File: src/design/clsrng_pkg.sv
// Shared constants, word and product types and modular fold for the combined shuffle generator.
`timescale 1ns / 1ps

package clsrng_pkg;

	localparam int VAL_W = 31;
	localparam int MULC_W = 16;
	localparam int PROD_W = VAL_W + MULC_W;
	localparam int FOLD_W = 8;

	typedef logic [VAL_W-1:0] val_t;
	typedef logic [PROD_W-1:0] prod_t;

	localparam val_t MOD_ONE = 31'd2147483563;
	localparam val_t MOD_TWO = 31'd2147483399;
	localparam logic [MULC_W-1:0] MUL_ONE = 16'd40014;
	localparam logic [MULC_W-1:0] MUL_TWO = 16'd40692;
	// 2^31 mod each modulus
	localparam logic [FOLD_W-1:0] FOLD_ONE = 8'd85;
	localparam logic [FOLD_W-1:0] FOLD_TWO = 8'd249;
	localparam val_t TOP_VALUE = 31'd2147483562;
	localparam val_t GEN_ONE_RESET = 31'd1;
	localparam val_t GEN_TWO_RESET = 31'd123456789;

	localparam logic REQ_DRAW = 1'b0;
	localparam logic REQ_SEED = 1'b1;

	// prod mod m, where 2^31 == fold (mod m) and the product is below 2^47
	function automatic val_t mod_fold(input prod_t prod, input logic [FOLD_W-1:0] fold,
			input val_t m);
		logic [VAL_W:0] t;
		t = (VAL_W+1)'(prod[PROD_W-1:VAL_W] * fold) + (VAL_W+1)'(prod[VAL_W-1:0]);
		if (t >= {1'b0, m}) begin
			t = t - {1'b0, m};
		end
		return t[VAL_W-1:0];
	endfunction

endpackage

File: src/design/combined_lcg_shuffle_rng_unit.sv
// Top level: two multiplicative congruential generators combined through a shuffle table.
`timescale 1ns / 1ps

// Combined random generator with a Bays-Durham shuffle table of TABLE_DEPTH
// words. Each accepted request returns exactly one word in 1..2147483562;
// divide by 2147483563 for a uniform deviate. A draw (req_type 0) steps both
// generators, reads the table slot picked by the previous output, returns
// that entry minus the second generator (wrapped) and stores the new first
// generator value in the slot. A reseed (req_type 1) loads both generators
// with seed_value (0 taken as 1), steps the first one TABLE_DEPTH+8 times
// while filling the table, then draws. A draw runs through ST_DRAW_RED,
// ST_DRAW_READ and ST_DRAW_MIX, stalling in ST_DRAW_MIX while the output
// register holds an untaken word; a reseed first runs the warmup loop, one
// ST_SEED_MUL, ST_SEED_RED pair per step, and ST_DRAW_MUL. The table is a
// single-port-write, registered-read memory, so the slot read is registered
// in ST_DRAW_READ and the mix and the write-back share ST_DRAW_MIX. The slot
// index comes from a two-stage reciprocal divider that tracks the last
// output. Input is taken whenever the sequencer is idle, even while the
// last result still waits in the output register. After reset the table
// reads as zeros (per-entry valid bits) and no seeding is implied.
module combined_lcg_shuffle_rng_unit #(
	parameter int TABLE_DEPTH = 32
) (
	input  logic                   clk,
	input  logic                   arst_n,
	input  logic                   in_valid,
	output logic                   in_ready,
	input  logic                   req_type,
	input  clsrng_pkg::val_t       seed_value,
	output logic                   out_valid,
	input  logic                   out_ready,
	output clsrng_pkg::val_t       random_value
);
	import clsrng_pkg::*;

	localparam int SLOT_W = (TABLE_DEPTH > 1) ? $clog2(TABLE_DEPTH) : 1;
	localparam int WARM = TABLE_DEPTH + 8;
	localparam int CNT_W = $clog2(WARM);
	// slot = out / SLOT_DIV, estimated from the top bits then corrected once
	localparam longint unsigned SLOT_DIV = 64'd1 + 64'(TOP_VALUE) / 64'(TABLE_DEPTH);
	localparam longint unsigned RECIP = (64'd1 << 32) / SLOT_DIV;
	localparam int RECIP_W = $clog2(RECIP + 1);
	localparam int Q_W = SLOT_W + 1;
	localparam int EST_SH = 16;
	localparam int DP_W = EST_SH + Q_W + RECIP_W;
	localparam val_t SLOT_DIV_V = VAL_W'(SLOT_DIV);
	localparam logic [Q_W-1:0] LAST_SLOT = Q_W'(TABLE_DEPTH - 1);

	typedef enum logic [2:0] {
		ST_IDLE,
		ST_SEED_MUL,
		ST_SEED_RED,
		ST_DRAW_MUL,
		ST_DRAW_RED,
		ST_DRAW_READ,
		ST_DRAW_MIX
	} state_t;

	state_t state_q;
	val_t gen_one_q, gen_two_q, shuffle_out_q;
	logic [CNT_W-1:0] cnt_q;
	logic out_valid_q;
	val_t random_value_q;

	// free-running products of the current generator words
	prod_t prod_one_q, prod_two_q;
	val_t fold_one, fold_two;

	// slot divider
	logic [DP_W-1:0] est_prod;
	logic [Q_W-1:0] q0_q;
	val_t q0_mul, q0_rem;
	logic [Q_W-1:0] q1, q1_sat;
	logic [SLOT_W-1:0] slot_q;

	// shuffle table
	val_t mem [TABLE_DEPTH];
	logic [TABLE_DEPTH-1:0] valid_q;
	val_t rd_q;
	logic rd_valid_q;
	val_t rd_word;
	logic rd_en, wr_en;
	logic [SLOT_W-1:0] wr_addr;
	val_t wr_data;
	logic out_free;
	val_t mix_word;
	val_t seed_eff;

	assign in_ready = (state_q == ST_IDLE);
	assign out_valid = out_valid_q;
	assign random_value = random_value_q;
	assign out_free = !out_valid_q || out_ready;

	always_ff @(posedge clk) begin
		prod_one_q <= PROD_W'(gen_one_q) * PROD_W'(MUL_ONE);
		prod_two_q <= PROD_W'(gen_two_q) * PROD_W'(MUL_TWO);
	end

	assign fold_one = mod_fold(prod_one_q, FOLD_ONE, MOD_ONE);
	assign fold_two = mod_fold(prod_two_q, FOLD_TWO, MOD_TWO);

	// divider stage 1: estimate, never above the true quotient, at most one below
	assign est_prod = DP_W'(shuffle_out_q[VAL_W-1:EST_SH]) * DP_W'(RECIP);

	// divider stage 2: one correction step, then clamp to the table
	always_comb begin
		q0_mul = VAL_W'(VAL_W'(q0_q) * SLOT_DIV_V);
		q0_rem = shuffle_out_q - q0_mul;
		q1 = (q0_rem >= SLOT_DIV_V) ? q0_q + 1'b1 : q0_q;
		q1_sat = (q1 > LAST_SLOT) ? LAST_SLOT : q1;
	end

	always_ff @(posedge clk or negedge arst_n) begin
		if (!arst_n) begin
			q0_q <= '0;
			slot_q <= '0;
		end else begin
			q0_q <= est_prod[EST_SH +: Q_W];
			slot_q <= q1_sat[SLOT_W-1:0];
		end
	end

	// table port control
	always_comb begin
		rd_en = (state_q == ST_DRAW_READ);
		wr_en = 1'b0;
		wr_addr = slot_q;
		wr_data = gen_one_q;
		unique case (state_q)
			ST_SEED_RED: begin
				wr_en = (cnt_q < CNT_W'(TABLE_DEPTH));
				wr_addr = cnt_q[SLOT_W-1:0];
				wr_data = fold_one;
			end
			ST_DRAW_MIX: begin
				wr_en = out_free;
			end
			default: begin
				wr_en = 1'b0;
			end
		endcase
	end

	always_ff @(posedge clk) begin
		if (wr_en) begin
			mem[wr_addr] <= wr_data;
		end
		if (rd_en) begin
			rd_q <= mem[slot_q];
		end
	end

	always_ff @(posedge clk or negedge arst_n) begin
		if (!arst_n) begin
			valid_q <= '0;
			rd_valid_q <= 1'b0;
		end else begin
			if (wr_en) begin
				valid_q[wr_addr] <= 1'b1;
			end
			if (rd_en) begin
				rd_valid_q <= valid_q[slot_q];
			end
		end
	end

	// never-written entries read as zero
	assign rd_word = rd_valid_q ? rd_q : '0;

	// entry minus second generator, wrapped into 1..TOP_VALUE
	always_comb begin
		if (rd_word > gen_two_q) begin
			mix_word = rd_word - gen_two_q;
		end else begin
			mix_word = VAL_W'((VAL_W+1)'(rd_word) + (VAL_W+1)'(TOP_VALUE)
				- (VAL_W+1)'(gen_two_q));
		end
	end

	assign seed_eff = (seed_value == '0) ? val_t'(1) : seed_value;

	always_ff @(posedge clk or negedge arst_n) begin
		if (!arst_n) begin
			state_q <= ST_IDLE;
			gen_one_q <= GEN_ONE_RESET;
			gen_two_q <= GEN_TWO_RESET;
			shuffle_out_q <= '0;
			cnt_q <= '0;
			out_valid_q <= 1'b0;
			random_value_q <= '0;
		end else begin
			// a new word replaces a taken one in the same cycle
			if (state_q == ST_DRAW_MIX && out_free) begin
				out_valid_q <= 1'b1;
			end else if (out_ready) begin
				out_valid_q <= 1'b0;
			end
			unique case (state_q)
				ST_IDLE: begin
					if (in_valid) begin
						if (req_type == REQ_SEED) begin
							gen_one_q <= seed_eff;
							gen_two_q <= seed_eff;
							cnt_q <= CNT_W'(WARM - 1);
							state_q <= ST_SEED_MUL;
						end else begin
							// products already track the idle generators
							state_q <= ST_DRAW_RED;
						end
					end
				end
				ST_SEED_MUL: begin
					state_q <= ST_SEED_RED;
				end
				ST_SEED_RED: begin
					gen_one_q <= fold_one;
					if (cnt_q == '0) begin
						// last warmup value sits in entry 0 and seeds the slot pick
						shuffle_out_q <= fold_one;
						state_q <= ST_DRAW_MUL;
					end else begin
						cnt_q <= cnt_q - 1'b1;
						state_q <= ST_SEED_MUL;
					end
				end
				ST_DRAW_MUL: begin
					state_q <= ST_DRAW_RED;
				end
				ST_DRAW_RED: begin
					gen_one_q <= fold_one;
					gen_two_q <= fold_two;
					state_q <= ST_DRAW_READ;
				end
				ST_DRAW_READ: begin
					state_q <= ST_DRAW_MIX;
				end
				ST_DRAW_MIX: begin
					if (out_free) begin
						shuffle_out_q <= mix_word;
						random_value_q <= mix_word;
						state_q <= ST_IDLE;
					end
				end
				default: begin
					state_q <= ST_IDLE;
				end
			endcase
		end
	end

endmodule

File: config.mk
export PLATFORM = sky130hd
export DESIGN_NAME = combined_lcg_shuffle_rng_unit
export DESIGN_NICKNAME = d
export VERILOG_FILES = /design/src/design/clsrng_pkg.sv /design/src/design/combined_lcg_shuffle_rng_unit.sv
export SDC_FILE = /design/constraint.sdc
export NUM_CORES = 2
export LEC_CHECK = 0
export BUFFER_PORTS_ARGS = -buffer_cell sky130_fd_sc_hd__clkbuf_2
export CORE_UTILIZATION = 45
export DETAILED_ROUTE_END_ITERATION = 16
export SYNTH_ARGS = -nofsm -noshare
export SYNTH_HDL_FRONTEND = slang
export SYNTH_SLANG_ARGS = --single-unit
File: constraint.sdc
create_clock -name clk -period 15.17 [get_ports clk]
set_clock_uncertainty 0.05 [all_clocks]
set_input_delay 1.517 -clock clk [delete_from_list [all_inputs] [get_ports clk]]
set_output_delay 1.517 -clock clk [all_outputs]
set_load 0.01 [all_outputs]
Yosys cells after proc, flatten, opt, wreduce, memory -nomap -nowiden

Memory sizes are Yosys's and may differ from the RTL's. A register that Yosys moved wholly into a read port is not among the register bits.
Cells that the tools add are included.
Widths: inputs -> output; s select.

Muxes and demuxes: 34
Reduce and logical (&&, ||, !) cells: 19
Multipliers: 5
Bitwise operators: 1
Add/subtract/negate cells: 10
Equality and inequality tests: 11
Magnitude comparators: 9

Operators by type and width:

| cell                   | number |
|---|---|
| $mux 31                | 10 |
| $pmux 31 s2            | 3 |
| $sub 31x31->31         | 3 |
| $ge 32x31->1 const B   | 2 |
| $sub 31x31->31 const B | 2 |
| $mul 31x15->46 const B | 1 |
| $mul 31x14->45 const B | 1 |
| $add 23x31->32         | 1 |
| $add 24x31->32         | 1 |
| $or 32x32->32          | 1 |
| $add 31x31->31 const B | 1 |
| $ge 31x26->1 const B   | 1 |
| $gt 31x31->1           | 1 |
| $logic_not 31->1       | 1 |
| $mul 5x25->30 const B  | 1 |
| $mul 16x8->24 const B  | 1 |
| $mux 6                 | 4 |
| $mul 16x7->23 const B  | 1 |
| $pmux 3 s7             | 1 |
| $lt 5x6->1 const B     | 2 |
| $pmux 6 s2             | 1 |
| $mux 5                 | 2 |
| $reduce_bool 2->1      | 5 |
| $eq 3x3->1 const B     | 3 |
| 24 further kinds       | 39 |

Register bits: 268
Bits in writable memories: 992
Output and inout port bits: 33
Memories: 1
Input bits: 36
Logic and storage cells: 103

Memory list:

| memory | words | width | read ports | clocked after Yosys merged registers in | write ports | line                                | source |
|---|---|---|---|---|---|---|---|
| mem    | 32    | 31    | 1          | 1                                       | 1           | combined_lcg_shuffle_rng_unit.sv:77 | `val_t mem [TABLE_DEPTH];` |

Logic depth before layout (Yosys ltp)

Depth after elaboration: 7
Depth in mapped cells: 30
Gate-level depth less buffers: 30

Worst setup path after synthesis

OpenSTA, ideal clock, no wires.

Kind: reg-to-reg
Start point: reg prod_one_q[32]
End point: mem mem[0][15] (netlist bit), data pin
Setup slack: 8.094 ns
Period minus slack after synthesis: 7.076 ns
Arrival time: 6.572 ns
Path buffers: 0
Data required time: 14.666 ns
Cell stages (with the launch flop): 20
Setup time: 0.454 ns
Path through: dfxtp_1 -> ha_1 -> inv_1 -> fa_1 -> fa_1 -> inv_1 -> fa_1 -> ha_1 -> o21ai_2 -> or4_4 -> a2111oi_4 -> nor2_1 -> a41o_1 -> xnor2_4 -> nand4_4 -> o41ai_4 -> and2b_1 -> nand3b_1 -> xor2_1 -> o21ai_0

Longest elaborated chain between the ends: 5
Elaborated cells between the ends (all ways): 6
Those cells by class: 2 x add/sub; 1 x mul; 1 x order compare; 2 x mux

Ends and longest elaborated chain:

| item                                                  | line                                 | source |
|---|---|---|
| start, declared                                       | combined_lcg_shuffle_rng_unit.sv:66  | `prod_t prod_one_q, prod_two_q;` |
| start signal, assigned                                | combined_lcg_shuffle_rng_unit.sv:95  | `prod_one_q <= PROD_W'(gen_one_q) * PROD_W'(MUL_ONE);` |
| $mul 16x7->23 *                                       | clsrng_pkg.sv:32                     | `t = (VAL_W+1)'(prod[PROD_W-1:VAL_W] * fold) + (VAL_W+1)'(prod[VAL_W-1:0]);` |
| $add 23x31->32 *                                      | clsrng_pkg.sv:32                     |  |
| $sub 31x31->31 / $ge 32x31->1 (equally long branches) | clsrng_pkg.sv:34, clsrng_pkg.sv:33   |  |
| $mux 31 *                                             | clsrng_pkg.sv:33                     | `if (t >= {1'b0, m}) begin` |
| $mux 31 *                                             | combined_lcg_shuffle_rng_unit.sv:129 | `unique case (state_q)` |
| via wr_data[15]                                       | combined_lcg_shuffle_rng_unit.sv:84  | `val_t wr_data;` |
| end, declared                                         | combined_lcg_shuffle_rng_unit.sv:77  |  |

Mark *: on every way through the listed nets, which the timed path passes. The rest lies on a longest branch.

Worst setup path in the final report

Start point: reg q0_q[2]
End point: reg slot_q[0]

Longest elaborated chain between the ends: 6
Elaborated cells between the ends (all ways): 7
Those cells by class: 2 x add/sub; 1 x mul; 2 x order compare; 2 x mux

Ends and longest elaborated chain:

| item                   | line                                 | source |
|---|---|---|
| start, declared        | combined_lcg_shuffle_rng_unit.sv:71  | `logic [Q_W-1:0] q0_q;` |
| start signal, assigned | combined_lcg_shuffle_rng_unit.sv:118 | `q0_q <= est_prod[EST_SH +: Q_W];` |
| $mul 5x25->30          | combined_lcg_shuffle_rng_unit.sv:107 | `q0_mul = VAL_W'(VAL_W'(q0_q) * SLOT_DIV_V);` |
| $sub 31x31->31         | combined_lcg_shuffle_rng_unit.sv:108 | `q0_rem = shuffle_out_q - q0_mul;` |
| $ge 31x26->1           | combined_lcg_shuffle_rng_unit.sv:109 | `q1 = (q0_rem >= SLOT_DIV_V) ? q0_q + 1'b1 : q0_q;` |
| $mux 6 *               | combined_lcg_shuffle_rng_unit.sv:109 |  |
| $gt 6x5->1             | combined_lcg_shuffle_rng_unit.sv:110 | `q1_sat = (q1 > LAST_SLOT) ? LAST_SLOT : q1;` |
| $mux 5 *               | combined_lcg_shuffle_rng_unit.sv:110 |  |
| via q1_sat[0]          | combined_lcg_shuffle_rng_unit.sv:73  | `logic [Q_W-1:0] q1, q1_sat;` |
| end signal, assigned   | combined_lcg_shuffle_rng_unit.sv:119 | `slot_q <= q1_sat[SLOT_W-1:0];` |
| end, declared          | combined_lcg_shuffle_rng_unit.sv:74  | `logic [SLOT_W-1:0] slot_q;` |

Marks and branches as above.
A chain may end at the register's enable or synchronous reset.

==> flow_metrics.py <==
metrics = {
    "drt": {
        "vias_per_cell": 5.79,
        "dr.pass1.iters": 5,
        "drtAntennaViolNets": 0,
        "wl_per_cell_um": 26.8,
        "drt_iter0_markers": 4848,
        "routed_wl_mm": 225,
        "drc": 0,
        "route.vias.total": 48804,
    },
    "job": {
        "cap_violations": 0,
    },
    "clocking": {
        "holdBufCountCts": 0,
        "clockRootBuffer": "clkbuf_16",
        "cts-htree-levels": 4,
        "post_cts_resize_count": 0,
        "insertion_delay_ns": 0.79,
        "clk_path_buf_depth": 3,
        "cts-buffers-inserted": 138,
        "tritoncts": "built",
        "post_cts.repair.setup_buffers": 0,
        "clkSlewWorstSetupHoldPaths_ns": 0.06,
        "cts.sinks": 1290,
    },
    "sta": {
        "hold_violations": 0,
        "tightest_slew_ns": 1.41,
        "slew_headroom": 0.0611,
        "grt_setup_unrepaired": "no",
        "fin_crit_sh": 0.522,
        "finalSetupTns_ns": 0,
        "final.min_clock_period_ns": 7.93,
        "final-max-slew-violation-count": 0,
        "max_freq_mhz": 126,
        "setup_violations": 0,
    },
    "global_routing": {
        "grt_first_pass_wirelength_mm": 334,
        "grt_overflow": 0,
        "antenna_found_initial": 5,
        "track_usage": 0.261,
        "grt_max_degree": 100,
        "grt_pass1_vias": 49899,
    },
    "logic_synthesis": {
        "syn_avg_cell_area_um2": 13.4,
        "ys_seq_area_frac": 0.471,
        "synth.yosys.warnings": 0,
        "yosys.area.top_type": "edfxtp_1",
        "synth.distinct_cells": 109,
        "synthTopCellsByArea": "edfxtp_1 39%, fa_1 12%, ha_1 9.4%, mux4_2 9.2%, dfrtp_1 5.1%",
        "synthFlopType": "edfxtp_1",
        "synth-async-reset-ratio": 0.136,
        "synthesis.nets": 6966,
        "synth_seq_cells": 1290,
        "synth_edf_count": 1023,
        "syn_inst": 5873,
        "synth_area_um2": 78400,
        "synth.top_cell.area_share": 0.392,
    },
    "worst_setup_path": {
        "path_buf_inv": 2,
        "crit_fanout": 19,
        "path_common_cell": "fa_1",
        "endpoint_kind": "flop",
        "critPathTopFamily": "adder cells",
        "critPathSlowestCell": "a2111oi_0",
        "path_class": "flop to flop",
        "cpPeakStageDelay_ns": 0.97,
        "crit_path_cell_trace": "fa_1 > inv_1 > fa_1 > fa_1 > inv_1 > ha_1 > nor3b_1 > nor2_1 > ha_1 > and3_1 > nor2b_1 > and4_1 > o211ai_1 > a2111oi_0 > nor2_1 > o21ai_0 > xnor2_1 > nand4_1 > a211oi_2 > mux2_2",
        "worst_setup_path_start_kind": "flop",
        "cp.required_ns": 15.78,
        "cp.arrival_ns": 8.53,
    },
    "floorplanning": {
        "die_h_um": 419,
        "die_width_um": 419,
        "core-area_um2": 172000,
        "start_util": 0.455,
        "io_pins": 69,
        "rows": 152,
        "die_area_um2": 176000,
    },
    "run_status": {
        "status": "complete, no violations",
    },
    "hold_path": {
        "hp-class": "flop to flop",
    },
    "placed_design": {
        "placed_cells": 8165,
        "place_area_um2": 82000,
        "io_buffers": 68,
        "gp_congestion": 0.941,
        "hpwlAfterDp_mm": 156,
    },
    "finish": {
        "final_cells": 8422,
        "final_cell_mix": "1023 x edfxtp_1, 807 x inv_1, 590 x ha_1",
        "layout_commonest_cell": "edfxtp_1",
        "area_growth_pct": 10.3,
        "nets": 7089,
        "drive_gt1_frac": 0.144,
        "finalInstanceArea_um2": 86500,
    },
}
==> layer usage <==
layer	GRT usage	wire length [µm]
met5	0	13
met3	0.0373	14400
met1	0.354	93700
met2	0.424	108000
met4	0.100	9180
==> cells in the mapped netlist, drive strengths merged, types with 36 or more instances <==
library cell  instances
edfxtp             1023
inv                 808
ha                  590
fa                  467
mux4                320
nand2               295
nor2                250
a21oi               247
o21ai               223
xnor2               161
dfrtp               159
clkbuf              125
a21o                106
dfxtp                91
nand3                75
xor2                 66
nor3                 53
or2                  47
nand2b               44
buf                  42
a211oi               41
o21a                 38
mux2                 36
==> flip-flops by register name (all words and copies together) (netlist names) <==
name / count
mem: 992
prod_one_q: 46
prod_two_q: 45
valid_q: 32
gen_one_q: 31
gen_two_q: 31
random_value: 31
rd_q: 31
shuffle_out_q: 30
cnt_q: 6
q0_q: 5
slot_q: 5
state_q: 3
out_valid: 1
rd_valid_q: 1
==> final timing paths <==
check	startpoint	end	slack, ns	cells past startpoint
min in group asynchronous	arst_n	valid_q[13]$_DFFE_PN0P_	0.67	1
max reg2reg	q0_q[2]$_DFF_PN0_	slot_q[0]$_DFF_PN0_	7.24	20
min	valid_q[28]$_DFFE_PN0P_	valid_q[28]$_DFFE_PN0P_	0.41	1
min reg2reg	valid_q[28]$_DFFE_PN0P_	valid_q[28]$_DFFE_PN0P_	0.41	1
max	q0_q[2]$_DFF_PN0_	slot_q[0]$_DFF_PN0_	7.24	20
max in group asynchronous	arst_n	gen_two_q[29]$_DFFE_PN0P_	12.14	3
==> cells by family after synthesis <==
group / after synthesis / synth area share
flip-flops: 1290 / 0.471
adder cells (fa/ha/maj): 1057 / 0.213
AND/OR/NAND/NOR: 995 / 0.0628
buffers and inverters: 975 / 0.0469
AO/OA/AOI/OAI: 951 / 0.0797
multiplexers: 378 / 0.0999
XOR/XNOR: 227 / 0.0259
==> layout make-up <==
| cell class | count | area (µm²) |
|---|---|---|
| clock inverter | 72 | 653 |
| timing repair buffer | 150 | 997 |
| tap | 2310 | 2890 |
| sequential | 1290 | 37000 |
| antenna | 2 | 5.00 |
| fill | 14856 | 85800 |
| inverter | 808 | 3030 |
| multi-input combinational | 3608 | 38200 |
| clock buffer | 182 | 3740 |
==> per-stage QoR <==
step	hold slack, ns	util	setup slack (ns)
2_1_floorplan	0.330	-	8.09
3_3_place_gp	0.395	0.476	7.40
3_5_place_dp	0.398	0.476	7.39
4_1_cts	0.413	0.501	7.35
5_1_grt	0.427	0.502	6.74
6_report	0.411	0.502	7.24
Power is not shown: default switching activity piles up to over one toggle a cycle in this logic, so the estimate is an artifact.
